<file path="config.mk">
export PLATFORM = sky130hd
export DESIGN_NAME = subscription_match_table_core
export DESIGN_NICKNAME = d
export VERILOG_FILES = /design/src/sv/smt_pkg.sv /design/src/sv/subscription_match_table_core.sv /design/src/sv/smt_ram.sv /design/src/sv/smt_scan.sv
export SDC_FILE = /design/constraint.sdc
export NUM_CORES = 2
export LEC_CHECK = 0
export BUFFER_PORTS_ARGS = -buffer_cell sky130_fd_sc_hd__buf_2
export CELL_PAD_IN_SITES_DETAIL_PLACEMENT = 0
export CELL_PAD_IN_SITES_GLOBAL_PLACEMENT = 1
export CORE_ASPECT_RATIO = 0.75
export CORE_MARGIN = 4
export CORE_UTILIZATION = 45
export DETAILED_ROUTE_END_ITERATION = 8
export GPL_TIMING_DRIVEN = 0
export PLACE_DENSITY = 0.76
export SYNTH_ARGS = -nofsm -noshare
export SYNTH_HDL_FRONTEND = slang
export SYNTH_HIERARCHICAL = 1
export SYNTH_SLANG_ARGS = --single-unit
</file>
<file path="constraint.sdc">
create_clock -name clock -period 18.9 [get_ports clock]
set_input_delay 2.835 -clock clock [delete_from_list [all_inputs] [get_ports clock]]
set_output_delay 2.835 -clock clock [all_outputs]
set_load 0.02 [all_outputs]
</file>
<file path="src/sv/smt_pkg.sv">
`default_nettype none
package smt_pkg;

   localparam int COUNT_W = 5;

   // operation codes
   localparam logic [2:0] FUNC_SUB       = 3'd0;
   localparam logic [2:0] FUNC_UNSUB     = 3'd1;
   localparam logic [2:0] FUNC_UNSUB_ALL = 3'd2;
   localparam logic [2:0] FUNC_LOOKUP    = 3'd3;
   localparam logic [2:0] FUNC_CLEAR_NTF = 3'd4;
   localparam logic [2:0] FUNC_CLEAR     = 3'd5;

   // status codes
   localparam logic [1:0] ST_OK        = 2'd0;
   localparam logic [1:0] ST_DUP       = 2'd1;
   localparam logic [1:0] ST_NOT_FOUND = 2'd2;
   localparam logic [1:0] ST_FULL      = 2'd3;

   // notification codes
   localparam logic [1:0] NTF_NONE  = 2'd0;
   localparam logic [1:0] NTF_SUB   = 2'd1;
   localparam logic [1:0] NTF_UNSUB = 2'd2;

   typedef logic [47:0] pair_type;

   typedef struct packed {
      logic [2:0]  func;
      logic [31:0] mbox_id;
      logic [15:0] type_id;
      logic [15:0] state_id;
      logic [15:0] sink_id;
      logic [31:0] handler_id;
      logic        thread_safe;
      logic        kind_flag;
   } req_type;

   typedef struct packed {
      logic [1:0]         status;
      logic [31:0]        handler_id_res;
      logic               thread_safe_res;
      logic               kind_flag_res;
      logic [1:0]         notify;
      logic [31:0]        notify_mbox;
      logic [15:0]        notify_type;
      logic [15:0]        notify_sink;
      logic [COUNT_W-1:0] entry_count;
      logic               last;
   } rsp_type;

   // one stored subscription; flags bit 0 thread_safe, bit 1 kind_flag
   typedef struct packed {
      logic [31:0] mbox;
      logic [15:0] mtype;
      logic [15:0] state;
      logic [15:0] sink;
      logic [31:0] handler;
      logic [1:0]  flags;
   } entry_type;

   // compare results for one entry
   typedef struct packed {
      logic key_hit;
      logic pair_hit;
      logic above_prev;
      logic below_best;
   } scan_hit_type;

endpackage
`default_nettype wire

</file>
<file path="src/sv/subscription_match_table_core.sv">
// Channel   Ports                          Direction   Beat
// request   req_valid req_stall req_data   in          one operation
// response  rsp_valid rsp_stall rsp_data   out         one result, last marks the end
//
// Every operation on a non-empty table scans it once, one entry at a time
// through a single read port and one compare unit.
// Clear with notify repeats the scan once per distinct pair, plus one round.
// Synchronous reset empties the table; no clearing pass is needed.
// A result waits in the output register while rsp_stall is high; the next
// request is taken as soon as the sequencer is idle.
`default_nettype none
module subscription_match_table_core
   import smt_pkg::*;
#(
   parameter int TABLE_DEPTH = 16
) (
   input  wire logic    clock,
   input  wire logic    reset,
   input  wire logic    req_valid,
   output logic         req_stall,
   input  wire req_type req_data,
   output logic         rsp_valid,
   input  wire logic    rsp_stall,
   output rsp_type      rsp_data
);

   localparam int AW = $clog2(TABLE_DEPTH);
   localparam int CW = $clog2(TABLE_DEPTH + 1);

   localparam logic [2:0] S_IDLE = 3'd0;
   localparam logic [2:0] S_RD   = 3'd1;
   localparam logic [2:0] S_EV   = 3'd2;
   localparam logic [2:0] S_END  = 3'd3;
   localparam logic [2:0] S_EMIT = 3'd4;

   logic [2:0]    state_ff, state_in;
   logic [CW-1:0] idx_ff, idx_in, w_ff, w_in, cnt_ff, cnt_in;
   req_type       req_ff, req_in;
   logic          key_found_ff, key_found_in, pair_found_ff, pair_found_in;
   logic          pair_multi_ff, pair_multi_in;
   logic [15:0]   key_sink_ff, key_sink_in, pair_sink_ff, pair_sink_in;
   logic [31:0]   key_hdl_ff, key_hdl_in;
   logic [1:0]    key_flags_ff, key_flags_in;
   logic          best_v_ff, best_v_in, have_prev_ff, have_prev_in;
   pair_type      best_ff, best_in, prev_ff, prev_in, pend_ff, pend_in;
   logic [15:0]   best_sink_ff, best_sink_in, pend_sink_ff, pend_sink_in;
   logic          pend_v_ff, pend_v_in;
   rsp_type       res_ff, res_in, rsp_ff, rsp_in;
   logic          rsp_valid_ff, rsp_valid_in;

   logic          wr_en;
   logic [AW-1:0] wr_addr;
   entry_type     wr_data, rd_data;
   scan_hit_type  hit;
   logic          slot_free, removing, cand;

   smt_ram #(.WIDTH($bits(entry_type)), .DEPTH(TABLE_DEPTH)) u_ram (
      .clock   (clock),
      .wr_en   (wr_en),
      .wr_addr (wr_addr),
      .wr_data (wr_data),
      .rd_addr (idx_ff[AW-1:0]),
      .rd_data (rd_data)
   );

   smt_scan u_scan (
      .entry     (rd_data),
      .req       (req_ff),
      .prev_pair (prev_ff),
      .best_pair (best_ff),
      .hit       (hit)
   );

   assign req_stall = (state_ff != S_IDLE);
   assign rsp_valid = rsp_valid_ff;
   assign rsp_data  = rsp_ff;
   assign slot_free = !rsp_valid_ff || !rsp_stall;

   // sequencer
   always_comb begin
      state_in      = state_ff;
      idx_in        = idx_ff;
      w_in          = w_ff;
      cnt_in        = cnt_ff;
      req_in        = req_ff;
      key_found_in  = key_found_ff;
      pair_found_in = pair_found_ff;
      pair_multi_in = pair_multi_ff;
      key_sink_in   = key_sink_ff;
      key_hdl_in    = key_hdl_ff;
      key_flags_in  = key_flags_ff;
      pair_sink_in  = pair_sink_ff;
      best_v_in     = best_v_ff;
      best_in       = best_ff;
      best_sink_in  = best_sink_ff;
      have_prev_in  = have_prev_ff;
      prev_in       = prev_ff;
      pend_v_in     = pend_v_ff;
      pend_in       = pend_ff;
      pend_sink_in  = pend_sink_ff;
      res_in        = res_ff;
      rsp_in        = rsp_ff;
      rsp_valid_in  = rsp_valid_ff && rsp_stall;
      wr_en         = 1'b0;
      wr_addr       = w_ff[AW-1:0];
      wr_data       = rd_data;
      removing      = 1'b0;
      cand          = 1'b0;

      unique case (state_ff)
         S_IDLE: begin
            if (req_valid) begin
               req_in        = req_data;
               idx_in        = '0;
               w_in          = '0;
               key_found_in  = 1'b0;
               pair_found_in = 1'b0;
               pair_multi_in = 1'b0;
               best_v_in     = 1'b0;
               have_prev_in  = 1'b0;
               pend_v_in     = 1'b0;
               state_in      = (cnt_ff == '0) ? S_END : S_RD;
            end
         end
         S_RD: begin
            state_in = S_EV;
         end
         S_EV: begin
            // accumulate key and pair matches
            if (hit.key_hit && !key_found_ff) begin
               key_found_in = 1'b1;
               key_sink_in  = rd_data.sink;
               key_hdl_in   = rd_data.handler;
               key_flags_in = rd_data.flags;
            end
            if (hit.pair_hit) begin
               if (!pair_found_ff) begin
                  pair_sink_in = rd_data.sink;
               end
               pair_found_in = 1'b1;
               pair_multi_in = pair_multi_ff || pair_found_ff;
            end
            // compact the table: keep entries that are not removed
            if (req_ff.func == FUNC_UNSUB || req_ff.func == FUNC_UNSUB_ALL) begin
               removing = (req_ff.func == FUNC_UNSUB) ? hit.key_hit : hit.pair_hit;
               if (!removing) begin
                  wr_en = 1'b1;
                  w_in  = w_ff + 1'b1;
               end
            end
            // track smallest pair above the last one reported
            cand = (!have_prev_ff || hit.above_prev) && (!best_v_ff || hit.below_best);
            if (cand) begin
               best_v_in    = 1'b1;
               best_in      = {rd_data.mbox, rd_data.mtype};
               best_sink_in = rd_data.sink;
            end
            if (idx_ff + 1'b1 == cnt_ff) begin
               state_in = S_END;
            end else begin
               idx_in   = idx_ff + 1'b1;
               state_in = S_RD;
            end
         end
         S_END: begin
            res_in        = '0;
            res_in.last   = 1'b1;
            state_in      = S_EMIT;
            unique case (req_ff.func)
               FUNC_SUB: begin
                  if (key_found_ff) begin
                     res_in.status = ST_DUP;
                  end else if (cnt_ff == CW'(TABLE_DEPTH)) begin
                     res_in.status = ST_FULL;
                  end else begin
                     wr_en           = 1'b1;
                     wr_addr         = cnt_ff[AW-1:0];
                     wr_data.mbox    = req_ff.mbox_id;
                     wr_data.mtype   = req_ff.type_id;
                     wr_data.state   = req_ff.state_id;
                     wr_data.sink    = req_ff.sink_id;
                     wr_data.handler = req_ff.handler_id;
                     wr_data.flags   = {req_ff.kind_flag, req_ff.thread_safe};
                     cnt_in          = cnt_ff + 1'b1;
                     if (!pair_found_ff) begin
                        res_in.notify      = NTF_SUB;
                        res_in.notify_mbox = req_ff.mbox_id;
                        res_in.notify_type = req_ff.type_id;
                        res_in.notify_sink = req_ff.sink_id;
                     end
                  end
               end
               FUNC_UNSUB: begin
                  if (!key_found_ff) begin
                     res_in.status = ST_NOT_FOUND;
                  end else begin
                     cnt_in = w_ff;
                     if (!pair_multi_ff) begin
                        res_in.notify      = NTF_UNSUB;
                        res_in.notify_mbox = req_ff.mbox_id;
                        res_in.notify_type = req_ff.type_id;
                        res_in.notify_sink = key_sink_ff;
                     end
                  end
               end
               FUNC_UNSUB_ALL: begin
                  if (!pair_found_ff) begin
                     res_in.status = ST_NOT_FOUND;
                  end else begin
                     cnt_in             = w_ff;
                     res_in.notify      = NTF_UNSUB;
                     res_in.notify_mbox = req_ff.mbox_id;
                     res_in.notify_type = req_ff.type_id;
                     res_in.notify_sink = pair_sink_ff;
                  end
               end
               FUNC_LOOKUP: begin
                  if (!key_found_ff) begin
                     res_in.status = ST_NOT_FOUND;
                  end else begin
                     res_in.handler_id_res  = key_hdl_ff;
                     res_in.thread_safe_res = key_flags_ff[0];
                     res_in.kind_flag_res   = key_flags_ff[1];
                  end
               end
               FUNC_CLEAR_NTF: begin
                  // hold one pair back so the final beat carries last
                  if (pend_v_ff) begin
                     res_in.notify      = NTF_UNSUB;
                     res_in.notify_mbox = pend_ff[47:16];
                     res_in.notify_type = pend_ff[15:0];
                     res_in.notify_sink = pend_sink_ff;
                  end
                  if (best_v_ff) begin
                     res_in.last  = 1'b0;
                     pend_v_in    = 1'b1;
                     pend_in      = best_ff;
                     pend_sink_in = best_sink_ff;
                     prev_in      = best_ff;
                     have_prev_in = 1'b1;
                     best_v_in    = 1'b0;
                     idx_in       = '0;
                     if (!pend_v_ff) begin
                        state_in = S_RD;
                     end
                  end else begin
                     cnt_in = '0;
                  end
               end
               FUNC_CLEAR: begin
                  cnt_in = '0;
               end
               default: begin
               end
            endcase
            // the table counts as empty on every beat of a clear with notify
            if (state_in == S_EMIT) begin
               res_in.entry_count = (req_ff.func == FUNC_CLEAR_NTF) ? '0 : COUNT_W'(cnt_in);
            end
         end
         S_EMIT: begin
            if (slot_free) begin
               rsp_in       = res_ff;
               rsp_valid_in = 1'b1;
               state_in     = res_ff.last ? S_IDLE : S_RD;
            end
         end
         default: begin
            state_in = S_IDLE;
         end
      endcase
   end

   // control registers
   always_ff @(posedge clock) begin
      if (reset) begin
         state_ff     <= S_IDLE;
         cnt_ff       <= '0;
         rsp_valid_ff <= 1'b0;
      end else begin
         state_ff     <= state_in;
         cnt_ff       <= cnt_in;
         rsp_valid_ff <= rsp_valid_in;
      end
   end

   // working and payload registers
   always_ff @(posedge clock) begin
      idx_ff        <= idx_in;
      w_ff          <= w_in;
      req_ff        <= req_in;
      key_found_ff  <= key_found_in;
      pair_found_ff <= pair_found_in;
      pair_multi_ff <= pair_multi_in;
      key_sink_ff   <= key_sink_in;
      key_hdl_ff    <= key_hdl_in;
      key_flags_ff  <= key_flags_in;
      pair_sink_ff  <= pair_sink_in;
      best_v_ff     <= best_v_in;
      best_ff       <= best_in;
      best_sink_ff  <= best_sink_in;
      have_prev_ff  <= have_prev_in;
      prev_ff       <= prev_in;
      pend_v_ff     <= pend_v_in;
      pend_ff       <= pend_in;
      pend_sink_ff  <= pend_sink_in;
      res_ff        <= res_in;
      rsp_ff        <= rsp_in;
   end

endmodule
`default_nettype wire

</file>
<file path="src/sv/smt_ram.sv">
`default_nettype none
module smt_ram #(
   parameter int WIDTH = 8,
   parameter int DEPTH = 16
) (
   input  wire logic                     clock,
   input  wire logic                     wr_en,
   input  wire logic [$clog2(DEPTH)-1:0] wr_addr,
   input  wire logic [WIDTH-1:0]         wr_data,
   input  wire logic [$clog2(DEPTH)-1:0] rd_addr,
   output logic      [WIDTH-1:0]         rd_data
);

   logic [WIDTH-1:0] mem [DEPTH];

   // write port and registered read port
   always_ff @(posedge clock) begin
      if (wr_en) begin
         mem[wr_addr] <= wr_data;
      end
      rd_data <= mem[rd_addr];
   end

endmodule
`default_nettype wire

</file>
<file path="src/sv/smt_scan.sv">
`default_nettype none
module smt_scan
   import smt_pkg::*;
(
   input  wire entry_type    entry,
   input  wire req_type      req,
   input  wire pair_type     prev_pair,
   input  wire pair_type     best_pair,
   output scan_hit_type      hit
);

   pair_type entry_pair;

   // compare one entry against the request key and the running order bounds
   always_comb begin
      entry_pair     = {entry.mbox, entry.mtype};
      hit.pair_hit   = (entry.mbox == req.mbox_id) && (entry.mtype == req.type_id);
      hit.key_hit    = hit.pair_hit && (entry.state == req.state_id);
      hit.above_prev = entry_pair > prev_pair;
      hit.below_best = entry_pair < best_pair;
   end

endmodule
`default_nettype wire

</file>
==> reports/results.txt <==
run status: finished clean
CTS resizes: 0
Initial Utilization: 45.42%
DR WL/cell: 29.82 µm
Syn. warnings: 6
Achievable Freq: 0.1739 GHz
Vias per Instance: 5.901
Pwr Density: 134.5 nW/µm²
multiplexer area fraction after synthesis: 12.38%
Yosys top cell area share: 75.89%
Max Clock Skew: 0.1028 ns
critical path required time: 19.47 ns
Post-Synth Adder-Cell Area: 1.323%
number of enable flip-flop cells after synthesis: 2366
largest family of logic cells by synthesized area: multiplexers
startpoint class of the critical path: flop
hold crit path type: flop to flop
Reg-to-Reg End: u_ram/mem[12][60]$_DFFE_PP_
Final GP Congestion: 0.8167
flop-to-flop setup slack: 13.15 ns
H-Tree Depth: 4
clk sink count: 2489
CTS Buffer Depth: 4
count leader, synth: edfxtp_1
total number of vias: 46974
Top Ports: 231
final antenna-violating net count: 0
largest area contributor in the netlist: edfxtp_1
TritonCTS clock tree: yes
Final min period: 5.752 ns
die width: 534.7 µm
DP Wirelength: 156900 µm
Post-CTS Setup Bufs: 0
Core Box Area: 206100 µm²
ys async rst share: 0%
hold buffers post-CTS: 0
GRT Total Usage: 21.84%
drt total wl: 237400 µm
Primary FF master, synth: edfxtp_1
Hold Path Stages: 0
Netlist cell types: 70
Clk Latency, worst-skew pair: 0.90 ns
hold endpoint: key_hdl_ff[5]$_DFFE_PP_
sequential share of the synthesized area: 78.52%
global-route wire length before repair: 340500 µm
I/O Buffers: 229
RSZ-0062 raised after global routing: false
final worst-path cycle share: 30.43%
Remaining DRCs: 0
Vert. Die Dim: 403.0 µm
reg2reg start: req_ff[113]$_DFFE_PP_
DR pass1 iterations: 6
fin nets: 5212
Core Util, Final: 52.80%
peak supply drop: 0.09360 mV
grt ovf: 0
Clock Tree Root: clkbuf_16
filler instances: 15709
Final Power: 14.64 mW
Simple-Gate Fraction of Synth Area: 2.089%
mean cell area of the mapped netlist: 21.43 µm²
initial antenna violation count: 5
Max Slew Vio Count: 0
Critical Path AT: 6.32 ns
syn nets: 4588
most frequent cells after synthesis: edfxtp_1, mux4_2, a22oi_1, nand2_1, dfxtp_1
Area contributors post-synth: edfxtp_1, mux4_2, dfxtp_1
normalized max-slew margin: 8.619%
Final Hold Viols: 0
worst hold start: u_ram/rd_data[7]$_DFF_P_
FF+latch area: 73510 µm²
Mapped Area: 93620 µm²
max_cap viols: 0
worst-margin pin slew: 1.371 ns
final setup fails: 0
Compound-Gate Fraction of Synth Area: 3.360%
die area: 215500 µm²
Mapped Cells: 4368
CP Max Fanout: 10
Worst setup EP type: flop
Clock transition at path regs: 0.06 ns
largest net degree at the start of global routing: 71
initial drt markers: 6408
FF-to-FF path depth: 17
CP startpoint: req_ff[113]$_DFFE_PP_
multi-input logic area: 18780 µm²
vias in the first global route: 46918
FP Rows: 144
Layout area overhead: 16.24%
CTS buffer count: 233
setup TNS: 0 ns
static leakage: 35.88 nW
WS Path Type: flop to flop
XOR/XNOR share of the synthesized area: 0.7391%
share of layout cells above drive strength 1: 27.93%
Synth Register Bits: 2489
==> area by class of cell <==
cell class / instances / area share [%]
Clock inverter: 103 / 1.061
Buffer: 201 / 1.008
Tap cell: 2774 / 3.189
Antenna cell: 2 / 0.004599
Inverter: 105 / 0.3668
Timing Repair Buffer: 389 / 3.562
Clock buffer: 324 / 6.007
Multi-Input combinational cell: 1573 / 17.25
Sequential cell: 2489 / 67.55
==> placed cells by master, fill, tap and decap left out, types with 9 or more instances in the layout <==
cell,instances
nor2_4,14
buf_8,9
nand2b_1,13
o21ai_0,14
buf_2,275
buf_6,93
nor2_1,38
clkbuf_16,237
dfxtp_1,123
nor4_1,15
mux2_2,117
mux4_2,456
a22o_1,48
xnor2_1,17
clkbuf_1,128
clkbuf_8,28
a21oi_1,51
a211oi_1,14
buf_1,39
a22oi_1,228
nand4_1,21
buf_12,64
clkinvlp_4,10
xor2_1,62
edfxtp_1,2366
a222oi_1,16
bufinv_16,22
a21o_1,13
buf_16,21
inv_1,103
ha_1,99
and2_1,38
buf_4,20
clkinv_2,36
nand2_1,187
clkinv_1,21
nand3_1,19
==> registers in the layout, summed over array words and instances, names as in the netlist, 32 cells and up <==
signal,flops
u_ram/mem,1824
req_ff,117
u_ram/rd_data,114
res_ff,108
rsp_data,108
best_ff,48
pend_ff,48
key_hdl_ff,32
==> stage by stage <==
| stage | hold WS (ns) | setup slack, ns | instance area, µm² | instances |
|---|---|---|---|---|
| after floorplan | 0.4003 | 5.747 | 93620 | 4368 |
| after global routing | 0.3785 | 12.91 | 108800 | 7958 |
| after CTS | 0.3618 | 13.13 | 108800 | 7958 |
| final | 0.3820 | 13.15 | 108800 | 7960 |
| after detailed placement | 0.4045 | 13.24 | 101100 | 7531 |
| after global placement | 0.4008 | -7.906 | 98240 | 7371 |
==> worst max path at each step <==
stage	to	cells past startpoint	slack (ns)
3_3_place_gp	u_ram/mem[8][65]$_DFFE_PP_	8	-7.91
4_1_cts	u_ram/mem[12][60]$_DFFE_PP_	17	13.13
3_5_place_dp	u_ram/mem[12][11]$_DFFE_PP_	17	13.24
5_1_grt	u_ram/mem[12][60]$_DFFE_PP_	17	12.91
6_report	u_ram/mem[12][60]$_DFFE_PP_	17	13.15
2_1_floorplan	u_ram/mem[12][0]$_DFFE_PP_	8	5.75
==> kinds of logic (layout without fill, tap and decap cells) <==
kind of cell / Yosys count / after routing
and+or+nand+nor: 399 / 399
xor gates and xnor gates: 79 / 79
other: 0 / 2
DFF: 2489 / 2489
AOI/OAI and AO/OA: 423 / 423
muxes: 573 / 573
adders and majority gates: 99 / 99
buffers and inverters: 306 / 1122
==> routing by layer <==
layer / share of wire [%] / vias up / track usage, %
met5: 0.0059 / - / 0
met4: 2.2 / 2 / 5.003
met3: 11 / 354 / 4.760
met2: 46 / 2634 / 33.02
met1: 42 / 24670 / 32.73
li1: - / 19314 / -
==> critical path, cell delays in order, from the launching register on <==
cell      delay, ns
edfxtp_1       0.74
xor2_1         0.29
nor4_1         0.69
nand4_1        0.24
nor3_2         0.62
buf_6          0.24
and4_1         0.56
o22ai_1        0.14
nand2_1        0.13
nand2_1        0.11
nand3_1        0.36
nor3_2         0.23
buf_6          0.21
buf_6          0.17
buf_6          0.15
buf_6          0.16
buf_8          0.16
buf_6          0.16
==> power by group <==
group | internal, mW | switching [mW]
clock network | 2.71 | 2.00
logic | 0.941 | 1.71
registers | 6.96 | 0.310
total | 10.6 | 4.02
Note: power is estimated with default switching activity, not from simulation.
